==> src/hdl/htb_ram.sv <==
`timescale 1ns / 1ps
// ----------------------------------------------------------------------------
// htb_ram
// Simple dual-port RAM, one write and one registered read port.
// ----------------------------------------------------------------------------
module htb_ram #(
  parameter int WIDTH = 8,
  parameter int DEPTH = 64
) (
  input  logic                     clk,
  input  logic                     we,
  input  logic [$clog2(DEPTH)-1:0] waddr,
  input  logic [WIDTH-1:0]         wdata,
  input  logic [$clog2(DEPTH)-1:0] raddr,
  output logic [WIDTH-1:0]         rdata
);

  logic [WIDTH-1:0] mem [DEPTH];

  always_ff @(posedge clk) begin
    if (we) begin
      mem[waddr] <= wdata;
    end
    rdata <= mem[raddr];
  end

endmodule

==> config.mk <==
export PLATFORM = sky130hd
export DESIGN_NAME = htb_ram
export DESIGN_NICKNAME = d
export VERILOG_FILES = /design/src/hdl/htb_ram.sv
export SDC_FILE = /design/constraint.sdc
export NUM_CORES = 1
export LEC_CHECK = 0
export ABC_CLOCK_PERIOD_IN_PS = 2000
export BUFFER_PORTS_ARGS = -buffer_cell sky130_fd_sc_hd__buf_2
export CORE_ASPECT_RATIO = 1.25
export CORE_MARGIN = 2
export CORE_UTILIZATION = 62
export CTS_CLUSTER_DIAMETER = 40
export DETAILED_ROUTE_END_ITERATION = 10
export PLACE_DENSITY_LB_ADDON = 0.05
export SYNTH_ARGS = -nofsm -noshare
export SYNTH_HDL_FRONTEND = slang
export SYNTH_SLANG_ARGS = --single-unit
==> constraint.sdc <==
create_clock -name clk -period 2 [get_ports clk]
set_input_delay 0.1 -clock clk [delete_from_list [all_inputs] [get_ports clk]]
set_output_delay 0.1 -clock clk [all_outputs]
set_load 0.05 [all_outputs]
# Word-level counts from Yosys, hierarchy flattened
# Memory sizes are Yosys's and may differ from the RTL's. A register that Yosys moved wholly into a read port is not among the register bits.
# Cells that the tools add are included.
[totals]
in_bits = 22
ff_bits = 0
n_memories = 1
out_inout_bits = 8
ram_bits = 512
word_cells = 3
[mem_list]
columns = ["memory", "depth", "width", "rd", "rd_clocked_by_memory_dff", "write_ports", "line", "source"]
rows = [
  ["mem", 64, 8, 1, 1, 1, "18", "logic [WIDTH-1:0] mem [DEPTH];"],
]
[classes]
muxes = 2
[op_table]
columns = ["operator", "count"]
rows = [
  ["2-to-1 mux 1 bit", 2],
]

# Logic depth before layout (Yosys ltp)
[logic_depth]
depth_word = 2
mapped_depth = 9
ltp_nobuf = 5

# Worst setup path after synthesis
# OpenSTA, ideal clock, no wires.
[synth_path]
path_type = "input port to flip-flop"
start = "input raddr[1]"
end = "register rdata[3] (read register of mem)"
path_stages = 7
setup_ps = 128
setup_slack_ps = 232
path_buffers = 3
arrival_time_ps = 1640
t_required_ps = 1872
cell_sequence = "buf_4 > buf_2 > buf_2 > mux4_2 > mux4_2 > o21ai_1 > o41ai_1"
[synth_lines]
columns = ["item", "line", "source"]
rows = [
  ["start, declared", "14", "input logic [$clog2(DEPTH)-1:0] raddr,"],
  ["end, declared", "15", "output logic [WIDTH-1:0] rdata"],
]

==> results.md <==
* Setup repair after global routing missed its margin: no
* Die width at 165 um
* Critical path capture point type: flop
* Root Buffer: sky130_fd_sc_hd__clkbuf_16
* Depth of the most critical reg-to-reg path at 5
* Num Clock Sinks at 520
* Clock tree from TritonCTS: yes
* FF+latch count, synth at 520
* Net count, final at 1145
* All-Layer GR Usage at 28.1%
* IO Pins at 30
* Half-perimeter wire length of the detailed placement result at 30100 um
* Number of design rule violations left after detail routing at 0
* Outcome: complete, no violations
* Pin count of the biggest net entering global routing at 65
* GR Overflow Total at 0
* Hold path cells at 1
* Via density at 6.46
* Critical path type: reg2reg
* Share of the synthesized area in the top cell type at 76.2%
* Pins over their slew limit at 0
* Largest fanout of any net on the critical path at 1
* Commonest cells in the netlist: sky130_fd_sc_hd__edfxtp_1 (512), sky130_fd_sc_hd__mux4_2 (126), sky130_fd_sc_hd__nor2_1 (83)
* Dominant cell type by area after synthesis: sky130_fd_sc_hd__edfxtp_1
* Leading register cell type out of synthesis: sky130_fd_sc_hd__edfxtp_1
* Standard-cell row count at 73
* Final setup skew at 0.0242 ns
* Global-route wire length before repair at 67700 um
* Final Hold Fails at 0
* Via count at 10200
* Instance area at placement at roughly 22000 um2
* Number of buffers inserted during clock tree synthesis at 50
* Fraction of final layout cells sized beyond drive strength 1 at between 30% and 40%
* Dominant cell by count in the synthesized netlist: sky130_fd_sc_hd__edfxtp_1
* Summed area of non-filler cells in the final layout at around 23000 um2
* Slew at the pin with the worst max-slew slack at 0.736 ns
* Required time of the worst setup path at approximately 2.4 ns
* Cell with the largest stage delay on the worst path: sky130_fd_sc_hd__mux4_2
* Effective utilization at floorplan at 63.1%
* Highest clock frequency the design can meet at 0.525 GHz
* Sequential-to-total area share from yosys stat at 77.0%
* Leading cell types by total area after synthesis: sky130_fd_sc_hd__edfxtp_1 (76%), sky130_fd_sc_hd__mux4_2 (14%), sky130_fd_sc_hd__nor2_1 (1.5%)
* Peak ir drop on the vdd network at 0.000888 V
* FFs w/ async S/R, synth at 0%
* Clock slew at reported path FFs at 0.06 ns
* Number of design-rule violations left by the first detailed-router iteration at roughly 1300
* Die height at 206 um
* First-pass iteration count of the detailed router at 7
* Global placer's final weighted congestion at 0.852
* Core area at 32000 um2
* Count of non-filler cells in the finished layout at approximately 1600
* Hold slack at ~0.017 ns
* Syn. warnings at 0
* Worst path max stage delay at roughly 0.48 ns
* Cell area after synthesis at approximately 20000 um2
* Placed instance count at 1482
* Final Setup Violations at 0
* Clock insertion delay at the later pin of the skew report at 0.57 ns
* Post-synthesis cell type count at 40
* Final cycle utilization of the critical path at a little over nine tenths
* Final Worst Setup Slack at 0.0962 ns
* Buffers inserted by post-CTS timing repair at 0
* Post-synthesis cell count at 940
* Setup TNS at 0 ns
* Number of diodes at 0
* Fill cell total of the finished layout at 1855
* Number of buffers between clock root and the deepest sink at 3
* Mapped Avg Cell Area at between 20 and 25 um2
* List of cells traversed by the critical path: mux4_2 -> mux2_2 -> o221a_2 -> nor3_4 -> o32ai_1
* CP Data Arrival Time at between 2 and 2.5 ns
* Pre-CTS setup slack at -0.199 ns
* Growth of design area from synthesis to finish at 16.4%
* Net count after synthesis at 962
* Leakage power summed over all cells at 7.70 nW
* Level count of the clock H-tree at 2
* Startpoint Class: flop
* Total Routed Length at 45500 um
* Worst Hold Class: in2reg
* Max Cap Violations at 0
* Quantity of I/O buffers inserted on ports at 29
* Initial antenna violation count at 1
* Routed WL per cell at 28.9 um
* Worst max-slew margin expressed relative to the limit at 51.0%
* Power density over the cells at 961 nW/um2
* Number of enable-type register cells in the synthesized netlist at 512
* Post-route minimum period at between 1.5 and 2 ns
* DRT antenna net count at 0
* Floorplan die area at about 34000 um2
* Number of global-route vias before repair at 10600
logic make-up after synthesis:
kind of cell	share of synthesized area, %
buffers and inverters	1.57
AO/OA/AOI/OAI	2.07
multiplexers	15.9
flip-flops	77.0
AND/OR/NAND/NOR	3.39
flip-flops by register name, indices dropped and copies added, names as in the netlist:
name and cells:
rdata 8, mem 512
area by class of cell:
class                      instances  area [um2]  area share [%]
clock buffer                      63        1350            5.75
clock inverter                    26         253            1.08
sequential                       520       15500            66.2
multi-input combinational        369        4330            18.5
timing repair buffer             182        1500            6.37
tap                              412         515            2.20
critical path: cells and delay by family, from the launching register on:
kind | cells | cell delay, ns
flops | 1 | 0.37
compound gates | 2 | 0.42
simple gates | 1 | 0.22
mux | 2 | 0.77
what timing repair did:
item | CTS | global route
resized for setup | 1 | 3
hold buffers | 1 | 0
endpoints found under the hold margin | 3 | 0
setup endpoints to repair | 1 | 3
cells in the final DEF (no fill, tap or decap), drive strengths merged:
master,Yosys,layout
nor3,7,7
nand4,2,2
a21oi,3,3
o22ai,8,8
and2,1,1
o311ai,1,1
o32ai,2,2
o21a,2,2
o221a,2,2
clkbuf,17,64
mux2i,23,23
a2111oi,2,2
nand3,13,13
nor4,2,2
o2111ai,3,3
buf,34,180
dlygate4sd3,0,1
a211oi,4,4
nor2,83,83
dfxtp,8,8
o221ai,8,8
inv,0,4
o2bb2ai,3,3
edfxtp,512,512
o21ai,4,4
mux2,13,13
a221oi,6,6
bufinv,0,4
clkinv,0,15
mux4,126,126
clkinvlp,0,3
o41ai,2,2
nand3b,3,3
nand2,19,19
nor2b,14,14
a22oi,3,3
a31oi,1,1
nand4b,1,1
or3,1,1
nand2b,7,7
per-layer routing:
layer | up-vias | part of all wire (%) | track usage, %
met3 | 81 | 7.2 | 4.84
met1 | 5356 | 38 | 37.7
met4 | 2 | 3.0 | 8.99
met2 | 436 | 52 | 47.6
met5 | - | 0.029 | 0
li1 | 4284 | - | -
where the power goes:
group	internal (W)	total, W	switching [W]
registers	0.0121	0.0121	0.0000367
clock network	0.00531	0.00916	0.00385
logic	0.000534	0.00132	0.000786
per-stage QoR:
step / total power (W) / utilization [%]
6_report: 0.0226 / 73.5
5_1_grt: 0.0232 / 73.5
4_1_cts: 0.0227 / 73.4
3_5_place_dp: 0.0136 / 68.4
3_3_place_gp: 0.0136 / 68.4
2_1_floorplan: 0.0130 / -
final timing paths:
path / start / endpoint / slack (ns)
worst max-delay path: mem[21][4]$_DFFE_PP_ / rdata[4]$_DFF_P_ / 0.1
worst min-delay path: wdata[4] / mem[53][4]$_DFFE_PP_ / 0.02
worst max register to register: mem[21][4]$_DFFE_PP_ / rdata[4]$_DFF_P_ / 0.1
worst min register to register: mem[23][0]$_DFFE_PP_ / rdata[0]$_DFF_P_ / 0.83
(Power assumes the default switching activity.)
